[config.mk]
export PLATFORM = sky130hd
export DESIGN_NAME = rank_by_ascending_time_flat
export DESIGN_NICKNAME = d
export VERILOG_FILES = /design/src/sv/rbat_pkg.sv /design/src/sv/rbat_in_if.sv /design/src/sv/rbat_out_if.sv /design/src/sv/rank_by_ascending_time.sv /design/src/sv/rbat_front.sv /design/src/sv/rbat_back.sv /design/src/flat_wrapper.sv
export SDC_FILE = /design/constraint.sdc
export NUM_CORES = 2
export LEC_CHECK = 0
export BUFFER_PORTS_ARGS = -buffer_cell sky130_fd_sc_hd__buf_2
export CORE_MARGIN = 1
export CORE_UTILIZATION = 60
export CTS_CLUSTER_SIZE = 24
export DETAILED_ROUTE_END_ITERATION = 16
export PLACE_DENSITY = 0.86
export REMOVE_ABC_BUFFERS = 1
export SYNTH_ARGS = -nofsm -noshare
export SYNTH_HDL_FRONTEND = slang
export SYNTH_HIERARCHICAL = 1
export SYNTH_SLANG_ARGS = --single-unit
[constraint.sdc]
create_clock -name clk -period 5.73 [get_ports clk]
set_input_delay 0.573 -clock clk [delete_from_list [all_inputs] [get_ports clk]]
set_output_delay 0.573 -clock clk [all_outputs]
set_load 0.02 [all_outputs]
[src/sv/rbat_pkg.sv]
`timescale 1ns / 1ps
// ----------------------------------------------------------------------------
// rbat_pkg: shared types and constants for the ascending time ranker
// Field widths, the queue item passed from the front to the back, and the
// state encoding of the back-end sequencer.
// ----------------------------------------------------------------------------
package rbat_pkg;

  localparam int TIME_W    = 32;
  localparam int POS_W     = 6;
  localparam int RANK_W    = 7;
  localparam int GRP_SZ    = 8;
  localparam int GRP_CNT_W = 4;

  // One queued time, already classified as ending the set or not.
  typedef struct packed {
    logic [TIME_W-1:0] time_value;
    logic              set_end;
  } rbat_item_t;

  typedef enum logic [1:0] {
    BK_IDLE,
    BK_COUNT,
    BK_UPD,
    BK_EMIT
  } rbat_bk_state_t;

endpackage

[src/sv/rbat_in_if.sv]
`timescale 1ns / 1ps
// ----------------------------------------------------------------------------
// rbat_in_if: input channel of the ascending time ranker
// Valid/ready channel carrying one time and its end-of-set marker per beat.
// ----------------------------------------------------------------------------
interface rbat_in_if;
  import rbat_pkg::*;

  logic              valid;
  logic              ready;
  logic [TIME_W-1:0] time_value;
  logic              last_item;

  modport source (output valid, output time_value, output last_item, input ready);
  modport sink   (input valid, input time_value, input last_item, output ready);

endinterface

[src/sv/rbat_out_if.sv]
`timescale 1ns / 1ps
// ----------------------------------------------------------------------------
// rbat_out_if: result channel of the ascending time ranker
// Valid/ready channel carrying one entry position and its rank per beat.
// ----------------------------------------------------------------------------
interface rbat_out_if;
  import rbat_pkg::*;

  logic              valid;
  logic              ready;
  logic [POS_W-1:0]  entry_position;
  logic [RANK_W-1:0] entry_rank;
  logic              last_result;

  modport source (output valid, output entry_position, output entry_rank,
                  output last_result, input ready);
  modport sink   (input valid, input entry_position, input entry_rank,
                  input last_result, output ready);

endinterface

[src/sv/rank_by_ascending_time.sv]
`timescale 1ns / 1ps
// ----------------------------------------------------------------------------
// rank_by_ascending_time: stable ascending rank of a set of times
// Loads up to ENTRIES times and reports each entry's 1-based rank in load
// order once the set ends.
// ----------------------------------------------------------------------------
// Each input beat carries one unsigned time (16 fraction bits). A set ends at
// the beat with last_item set, or at the ENTRIES-th beat, whichever is first;
// that beat then yields one result beat per loaded entry, in load order, with
// the entry's rank by ascending time, equal times ranked by load order. A time
// passes through the rank array in order: compare against every stored cell,
// count in groups of eight, then sum and update all ranks; the array takes no
// new time until it is done, while a two-entry queue in front of the array
// keeps taking beats. Ending a set then shifts the ranks out of the array,
// one result beat per cycle while the sink is ready. There is no clearing
// pass after reset: the block takes beats from the first cycle out of reset.
// ----------------------------------------------------------------------------
module rank_by_ascending_time #(
  parameter int ENTRIES = 16
) (
  input  logic       clk,
  input  logic       rst_n,
  rbat_in_if.sink    in_ch,
  rbat_out_if.source out_ch
);
  import rbat_pkg::*;

  // Classified times travel from the front end to the rank array through
  // this queue port; each side stalls on its own.
  rbat_item_t q_item;
  logic       q_valid;
  logic       q_ready;

  // The front end counts the beats of the current set, so it knows which
  // beat ends the set before the array has processed anything.
  rbat_front #(
    .ENTRIES (ENTRIES)
  ) u_front (
    .clk     (clk),
    .rst_n   (rst_n),
    .in_ch   (in_ch),
    .q_item  (q_item),
    .q_valid (q_valid),
    .q_ready (q_ready)
  );

  // The back end holds the stored times and running ranks, and owns the
  // registered result stage.
  rbat_back #(
    .ENTRIES (ENTRIES)
  ) u_back (
    .clk     (clk),
    .rst_n   (rst_n),
    .q_item  (q_item),
    .q_valid (q_valid),
    .q_ready (q_ready),
    .out_ch  (out_ch)
  );

endmodule

[src/sv/rbat_front.sv]
`timescale 1ns / 1ps
// ----------------------------------------------------------------------------
// rbat_front: input acceptance and set classification
// Marks each accepted time as ending the set or not and holds it in a
// two-entry queue until the rank array takes it.
// ----------------------------------------------------------------------------
module rbat_front #(
  parameter int ENTRIES = 16
) (
  input  logic                clk,
  input  logic                rst_n,
  rbat_in_if.sink             in_ch,
  output rbat_pkg::rbat_item_t q_item,
  output logic                q_valid,
  input  logic                q_ready
);
  import rbat_pkg::*;

  localparam int IDX_W = (ENTRIES > 1) ? $clog2(ENTRIES) : 1;

  rbat_item_t       qmem_r [2];
  logic             wr_ptr_r, wr_ptr_nxt;
  logic             rd_ptr_r, rd_ptr_nxt;
  logic [1:0]       qcnt_r, qcnt_nxt;
  logic [IDX_W-1:0] fcnt_r, fcnt_nxt;
  logic             push, pop, set_end;

  assign in_ch.ready = (qcnt_r != 2'd2);
  assign push        = in_ch.valid && in_ch.ready;
  assign q_valid     = (qcnt_r != 2'd0);
  assign pop         = q_valid && q_ready;
  assign q_item      = qmem_r[rd_ptr_r];

  // The set also ends when the store is about to be full.
  assign set_end = in_ch.last_item || (fcnt_r == IDX_W'(ENTRIES - 1));

  always_comb begin
    wr_ptr_nxt = push ? ~wr_ptr_r : wr_ptr_r;
    rd_ptr_nxt = pop ? ~rd_ptr_r : rd_ptr_r;
    qcnt_nxt   = qcnt_r + {1'b0, push} - {1'b0, pop};
    fcnt_nxt   = fcnt_r;
    if (push) begin
      fcnt_nxt = set_end ? '0 : fcnt_r + IDX_W'(1);
    end
  end

  always_ff @(posedge clk) begin
    if (!rst_n) begin
      wr_ptr_r <= 1'b0;
      rd_ptr_r <= 1'b0;
      qcnt_r   <= 2'd0;
      fcnt_r   <= '0;
    end else begin
      wr_ptr_r <= wr_ptr_nxt;
      rd_ptr_r <= rd_ptr_nxt;
      qcnt_r   <= qcnt_nxt;
      fcnt_r   <= fcnt_nxt;
    end
  end

  always_ff @(posedge clk) begin
    if (push) begin
      qmem_r[wr_ptr_r].time_value <= in_ch.time_value;
      qmem_r[wr_ptr_r].set_end    <= set_end;
    end
  end

  a_queue_bound: assert property (@(posedge clk) disable iff (!rst_n)
    qcnt_r != 2'd3)
    else $error("front queue count out of range");

  a_set_restart: assert property (@(posedge clk) disable iff (!rst_n)
    (push && set_end) |=> (fcnt_r == '0))
    else $error("set counter did not restart after an ending beat");

endmodule

[src/sv/rbat_back.sv]
`timescale 1ns / 1ps
// ----------------------------------------------------------------------------
// rbat_back: rank array and result sequencer
// Compares each queued time against every stored cell, keeps the running
// ranks up to date and, once a set ends, shifts the ranks out in load order.
// ----------------------------------------------------------------------------
module rbat_back #(
  parameter int ENTRIES = 16
) (
  input  logic                 clk,
  input  logic                 rst_n,
  input  rbat_pkg::rbat_item_t q_item,
  input  logic                 q_valid,
  output logic                 q_ready,
  rbat_out_if.source           out_ch
);
  import rbat_pkg::*;

  localparam int IDX_W = (ENTRIES > 1) ? $clog2(ENTRIES) : 1;
  localparam int CNT_W = $clog2(ENTRIES + 1);
  localparam int NGRP  = (ENTRIES + GRP_SZ - 1) / GRP_SZ;

  rbat_bk_state_t     st_r, st_nxt;
  logic [CNT_W-1:0]   n_r, n_nxt;
  logic [IDX_W-1:0]   emit_idx_r, emit_idx_nxt;
  logic               out_valid_r, out_valid_nxt;

  logic [TIME_W-1:0]    time_r [ENTRIES];
  logic [RANK_W-1:0]    rank_r [ENTRIES];
  logic                 cur_end_r;
  logic [ENTRIES-1:0]   le_r, le_now;
  logic [GRP_CNT_W-1:0] grp_r [NGRP];
  logic [GRP_CNT_W-1:0] grp_now [NGRP];
  logic [POS_W-1:0]     out_pos_r;
  logic [RANK_W-1:0]    out_rank_r;
  logic                 out_last_r;

  logic               cap, do_upd, do_emit, out_load, emit_last;
  logic [RANK_W-1:0]  new_rank;
  logic [IDX_W-1:0]   wr_idx;

  assign out_ch.valid          = out_valid_r;
  assign out_ch.entry_position = out_pos_r;
  assign out_ch.entry_rank     = out_rank_r;
  assign out_ch.last_result    = out_last_r;

  assign out_load  = !out_valid_r || out_ch.ready;
  assign emit_last = ((CNT_W'(emit_idx_r) + CNT_W'(1)) == n_r);
  assign wr_idx    = n_r[IDX_W-1:0];

  // Stored times less than or equal to the new one; unloaded cells masked.
  always_comb begin
    for (int i = 0; i < ENTRIES; i++) begin
      le_now[i] = (CNT_W'(i) < n_r) && (time_r[i] <= q_item.time_value);
    end
  end

  // Population count in groups of eight, then a short sum of the groups.
  always_comb begin
    for (int g = 0; g < NGRP; g++) begin
      grp_now[g] = '0;
      for (int j = 0; j < GRP_SZ; j++) begin
        if (g * GRP_SZ + j < ENTRIES) begin
          grp_now[g] = grp_now[g] + GRP_CNT_W'(le_r[g * GRP_SZ + j]);
        end
      end
    end
  end

  always_comb begin
    new_rank = RANK_W'(1);
    for (int g = 0; g < NGRP; g++) begin
      new_rank = new_rank + RANK_W'(grp_r[g]);
    end
  end

  always_comb begin
    case (st_r)
      BK_IDLE:  st_nxt = q_valid ? BK_COUNT : BK_IDLE;
      BK_COUNT: st_nxt = BK_UPD;
      BK_UPD:   st_nxt = cur_end_r ? BK_EMIT : BK_IDLE;
      BK_EMIT:  st_nxt = (out_load && emit_last) ? BK_IDLE : BK_EMIT;
      default:  st_nxt = BK_IDLE;
    endcase
  end

  always_comb begin
    q_ready = (st_r == BK_IDLE);
    cap     = q_ready && q_valid;
    do_upd  = (st_r == BK_UPD);
    do_emit = (st_r == BK_EMIT) && out_load;

    n_nxt = n_r;
    if (do_upd) begin
      n_nxt = n_r + CNT_W'(1);
    end else if (do_emit && emit_last) begin
      n_nxt = '0;
    end

    emit_idx_nxt = emit_idx_r;
    if (do_emit) begin
      emit_idx_nxt = emit_last ? '0 : emit_idx_r + IDX_W'(1);
    end

    out_valid_nxt = out_valid_r;
    if (do_emit) begin
      out_valid_nxt = 1'b1;
    end else if (out_ch.ready) begin
      out_valid_nxt = 1'b0;
    end
  end

  always_ff @(posedge clk) begin
    if (!rst_n) begin
      st_r        <= BK_IDLE;
      n_r         <= '0;
      emit_idx_r  <= '0;
      out_valid_r <= 1'b0;
    end else begin
      st_r        <= st_nxt;
      n_r         <= n_nxt;
      emit_idx_r  <= emit_idx_nxt;
      out_valid_r <= out_valid_nxt;
    end
  end

  always_ff @(posedge clk) begin
    if (cap) begin
      cur_end_r <= q_item.set_end;
      le_r      <= le_now;
      time_r[wr_idx] <= q_item.time_value;
    end
    if (st_r == BK_COUNT) begin
      grp_r <= grp_now;
    end
    if (do_upd) begin
      for (int i = 0; i < ENTRIES; i++) begin
        if (IDX_W'(i) == wr_idx) begin
          rank_r[i] <= new_rank;
        end else if ((CNT_W'(i) < n_r) && !le_r[i]) begin
          rank_r[i] <= rank_r[i] + RANK_W'(1);
        end
      end
    end
    if (do_emit) begin
      for (int i = 0; i < ENTRIES - 1; i++) begin
        rank_r[i] <= rank_r[i + 1];
      end
      out_pos_r  <= POS_W'(emit_idx_r);
      out_rank_r <= rank_r[0];
      out_last_r <= emit_last;
    end
  end

  a_no_overfill: assert property (@(posedge clk) disable iff (!rst_n)
    (st_r == BK_UPD) |-> (n_r < CNT_W'(ENTRIES)))
    else $error("rank array written beyond its depth");

  a_set_closes: assert property (@(posedge clk) disable iff (!rst_n)
    (st_r == BK_EMIT && out_load && emit_last) |=>
      (n_r == '0 && st_r == BK_IDLE && out_last_r))
    else $error("final beat of a set did not close the set");

  a_rank_range: assert property (@(posedge clk) disable iff (!rst_n)
    out_valid_r |-> (out_rank_r != '0 && out_rank_r <= RANK_W'(ENTRIES)))
    else $error("emitted rank out of range");

endmodule
[src/flat_wrapper.sv]
// flat-port wrapper written by rule: the top's interface ports become plain ports
module rank_by_ascending_time_flat import rbat_pkg::*;
#(
  parameter int ENTRIES = 16
)
  (clk, rst_n, in_ch_valid, in_ch_time_value, in_ch_last_item, in_ch_ready, out_ch_valid, out_ch_entry_position, out_ch_entry_rank, out_ch_last_result, out_ch_ready);
  rbat_in_if in_ch_i ();
  rbat_out_if out_ch_i ();
  input  logic clk;
  input  logic rst_n;
  input wire logic [$bits(in_ch_i.valid)-1:0] in_ch_valid;
  input wire logic [$bits(in_ch_i.time_value)-1:0] in_ch_time_value;
  input wire logic [$bits(in_ch_i.last_item)-1:0] in_ch_last_item;
  output wire logic [$bits(in_ch_i.ready)-1:0] in_ch_ready;
  output wire logic [$bits(out_ch_i.valid)-1:0] out_ch_valid;
  output wire logic [$bits(out_ch_i.entry_position)-1:0] out_ch_entry_position;
  output wire logic [$bits(out_ch_i.entry_rank)-1:0] out_ch_entry_rank;
  output wire logic [$bits(out_ch_i.last_result)-1:0] out_ch_last_result;
  input wire logic [$bits(out_ch_i.ready)-1:0] out_ch_ready;
  assign in_ch_i.valid = in_ch_valid;
  assign in_ch_i.time_value = in_ch_time_value;
  assign in_ch_i.last_item = in_ch_last_item;
  assign in_ch_ready = in_ch_i.ready;
  assign out_ch_valid = out_ch_i.valid;
  assign out_ch_entry_position = out_ch_i.entry_position;
  assign out_ch_entry_rank = out_ch_i.entry_rank;
  assign out_ch_last_result = out_ch_i.last_result;
  assign out_ch_i.ready = out_ch_ready;
  rank_by_ascending_time #(.ENTRIES(ENTRIES)) u_core (.clk(clk), .rst_n(rst_n), .in_ch(in_ch_i), .out_ch(out_ch_i));
endmodule
==> results.json <==
{
  "drv_cap": 0,
  "path_max_fanout": 19,
  "synthXorXnorAreaFrac_pct": 2.18,
  "slew_viol_final": 0,
  "fin_crit_ns": 4.96,
  "yosys-mux-area-fraction_pct": 1.10,
  "vdd_ir_drop_max_uv": 346,
  "syn_area_sq_um": 38500,
  "hpwl_um": 75300,
  "post_cts_resized": 0,
  "cts_hold_buffers": 0,
  "port_buffers": 50,
  "power.density_nw_per_um2": 454,
  "drive_above_1_share_pct": 9.24,
  "cts_tree": "built",
  "fin_tns_setup_ns": 0,
  "firstDrtPassIters": 6,
  "cp-end-kind": "flip-flop",
  "instances_no_fill": 3921,
  "synth_cells": 2883,
  "antenna_left": 0,
  "routedWlPerCell_um": 27.8,
  "insertion_delay_ns": 0.66,
  "start_util_pct": 60.9,
  "tightest_slew_ns": 1.45,
  "seq_area_frac_synth_pct": 57.8,
  "layout_common_cells": "727 x edfxtp_1, 545 x ha_1, 248 x a21oi_1",
  "synth_edf_count": 727,
  "cts.clk_slew.worst_paths_ns": 0.06,
  "n_fill_cell": 4303,
  "cts_buffer_depth": 3,
  "synth-compound-area-share_pct": 10.7,
  "crit_type": "flip-flop to flip-flop",
  "hold_path.class": "input pin to flip-flop",
  "finalSetupViolCount": 0,
  "syn_to_final_growth_pct": 10.6,
  "hold_violations": 0,
  "dp.cells": 3770,
  "rsz0062_at_grt": "false",
  "utilization_pct": 67.4,
  "layout.nets": 3597,
  "setup_ws_ns": 0.769,
  "cts.sinks": 748,
  "core_sq_um": 63200,
  "r2r_setup_slack_ns": 0.77,
  "cts_setup_buffers": 0,
  "synth-main-ff-cell": "edfxtp_1",
  "io_pins": 53,
  "r2r_end": "u_core/u_back/le_r[13]$_DFFE_PP_",
  "fmax_mhz": 202,
  "arrival_ns": 5.35,
  "critPathRequiredTime_ns": 6.12,
  "die_h_um": 255,
  "cp-start-kind": "flip-flop",
  "p_leak_uw": 0.0163,
  "htreeDepth": 3,
  "drt-initial-drc-count": 3286,
  "rr_worst_depth": 10,
  "synth-simple-area-share_pct": 8.33,
  "ys_warn_count": 6,
  "synth_top_family_by_area": "adder cells",
  "die_x_um": 255,
  "antenna_found_initial": 2,
  "vias": 26400,
  "final_common_cell": "edfxtp_1",
  "wl_um": 109000,
  "cts_buffers": 80,
  "root_buffer": "clkbuf_16",
  "outcome": "complete, no violations",
  "grt-ovfl-total": 0,
  "cp-endpoint": "u_core/u_back/le_r[13]$_DFFE_PP_",
  "ys_ff_latch": 748,
  "grt_usage_pct": 33.2,
  "drcViolationCount": 0,
  "async_reset_ff_share_pct": 0,
  "dp_slack_ns": 0.952,
  "synth.distinct_cells": 75,
  "grt_pass1_wl_um": 162000,
  "synthAdderAreaFrac_pct": 18.2,
  "period_share_pct": 86.6,
  "fin_skew_ns": 0.0566,
  "grt_pass1_vias": 26200,
  "core.rowCount": 92,
  "die-area_sq_um": 65200,
  "globalplace.congestion": 1.01,
  "syn_area_per_cell_sq_um": 13.4,
  "via_per_inst": 6.74,
  "grt_start_max_net_pins": 73,
  "slew_headroom_pct": 2.37
}
==> worst min path at each step <==
stage / startpoint / to / slack [ns] / cells past startpoint
2_1_floorplan: u_core/u_back/rank_r[0][1]$_DFFE_PP_ / u_core/u_back/out_ch.entry_rank[1]$_DFFE_PP_ / 0.45 / 0
3_3_place_gp: u_core/u_back/rank_r[0][1]$_DFFE_PP_ / u_core/u_back/out_ch.entry_rank[1]$_DFFE_PP_ / 0.47 / 0
3_5_place_dp: u_core/u_back/rank_r[0][1]$_DFFE_PP_ / u_core/u_back/out_ch.entry_rank[1]$_DFFE_PP_ / 0.47 / 0
4_1_cts: in_ch_time_value[2] / u_core/u_front/qmem_r[0][3]$_DFFE_PP_ / 0.07 / 1
5_1_grt: in_ch_time_value[25] / u_core/u_front/qmem_r[0][26]$_DFFE_PP_ / 0.08 / 1
6_report: in_ch_time_value[24] / u_core/u_front/qmem_r[1][25]$_DFFE_PP_ / 0.10 / 1
==> synth_stat cells, types with 4 or more instances <==
master	instances	area (sq um)
edfxtp_1	727	21800
ha_1	545	6820
a21oi_1	248	1240
nand2_1	201	754
o21ai_0	149	746
nand4_1	115	719
inv_1	107	402
nand3_1	79	395
a21o_1	77	578
nor2_1	73	274
xor2_1	57	499
xnor2_1	39	342
o211ai_1	35	263
mux2_2	34	383
and3_1	30	188
nor3_1	27	135
a22oi_1	26	195
nor2b_1	24	150
nor4_1	24	150
o221ai_1	24	210
dfxtp_1	21	420
buf_2	18	90.1
clkbuf_1	17	63.8
a211oi_1	16	120
nand2b_1	11	68.8
a221o_1	10	100
fa_1	9	180
o21bai_1	9	67.6
a31o_2	8	70.1
and2_1	8	50.1
a221oi_1	7	61.3
a22o_1	7	61.3
a31oi_1	7	43.8
or4_1	7	52.6
buf_4	6	45.0
a2111o_1	5	56.3
a2111oi_0	5	43.8
a21bo_2	5	50.1
a21boi_0	4	30.0
and4_1	4	35.0
mux2i_1	4	40.0
o21a_1	4	30.0
or2_2	4	25.0
==> area by class of cell <==
class	instances	area, sq um	area share (%)
Sequential cell	748	22300	52.3
Multi-Input combinational cell	1981	15700	36.8
Clock buffer	100	2100	4.93
Tap cell	846	1060	2.49
Clock inverter	49	543	1.28
Timing Repair Buffer	86	520	1.22
Inverter	109	410	0.964
Antenna cell	2	5.00	0.0118
==> logic make-up (layout without fill, tap and decap cells) <==
logic type      Yosys count  in the layout
flops                   748            748
compound gates          664            664
simple gates            627            627
fa+ha+maj               554            554
buf+inv                 155            344
xor+xnor                 96             96
mux                      38             38
other cells               1              4
==> power breakdown <==
part           switching, uW  total, uW  internal, uW
Sequential               276       7350          7080
Combinational           4580       6770          2190
Clock                   2210       5210          2990
Total                   7060      19300         12300
==> routing by layer <==
layer	up-vias	track usage (%)	wire length (um)
met2	1628	50.9	48700
met3	317	7.10	12000
met4	0	16.1	5820
met5	-	0	0
met1	12900	45.1	42500
li1	11600	-	-
==> worst max-delay path: stages (launching register included) <==
cell and delay, ns:
dfxtp_2 0.47, buf_4 0.39, mux2_2 0.51, inv_1 0.58
ha_1 0.29, nand4_1 0.30, nor4_1 1.18, a21bo_2 0.33
o211ai_1 0.24, a21oi_1 0.13, a31o_2 0.25
==> stage by stage <==
stage | hold WS [ns] | area [sq um] | total power [uW]
global placement | 0.469 | 39900 | 13600
global route | 0.0789 | 42600 | 20200
CTS | 0.0739 | 42600 | 19200
finish | 0.105 | 42600 | 19300
floorplan | 0.446 | 38300 | 11400
detailed placement | 0.469 | 39900 | 14000
==> sequential cells by signal (all words and copies together) (netlist names), 5 cells and up, named ones only <==
register and cells:
u_core/u_front/qmem_r 66, u_core/u_back/time_r 512, u_core/u_back/grp_r 8, u_core/u_back/out_ch.entry_rank 7, u_core/u_back/le_r 16, u_core/u_back/rank_r 112
u_core/u_back/n_r 5
Note: power is estimated with default switching activity, not from simulation.
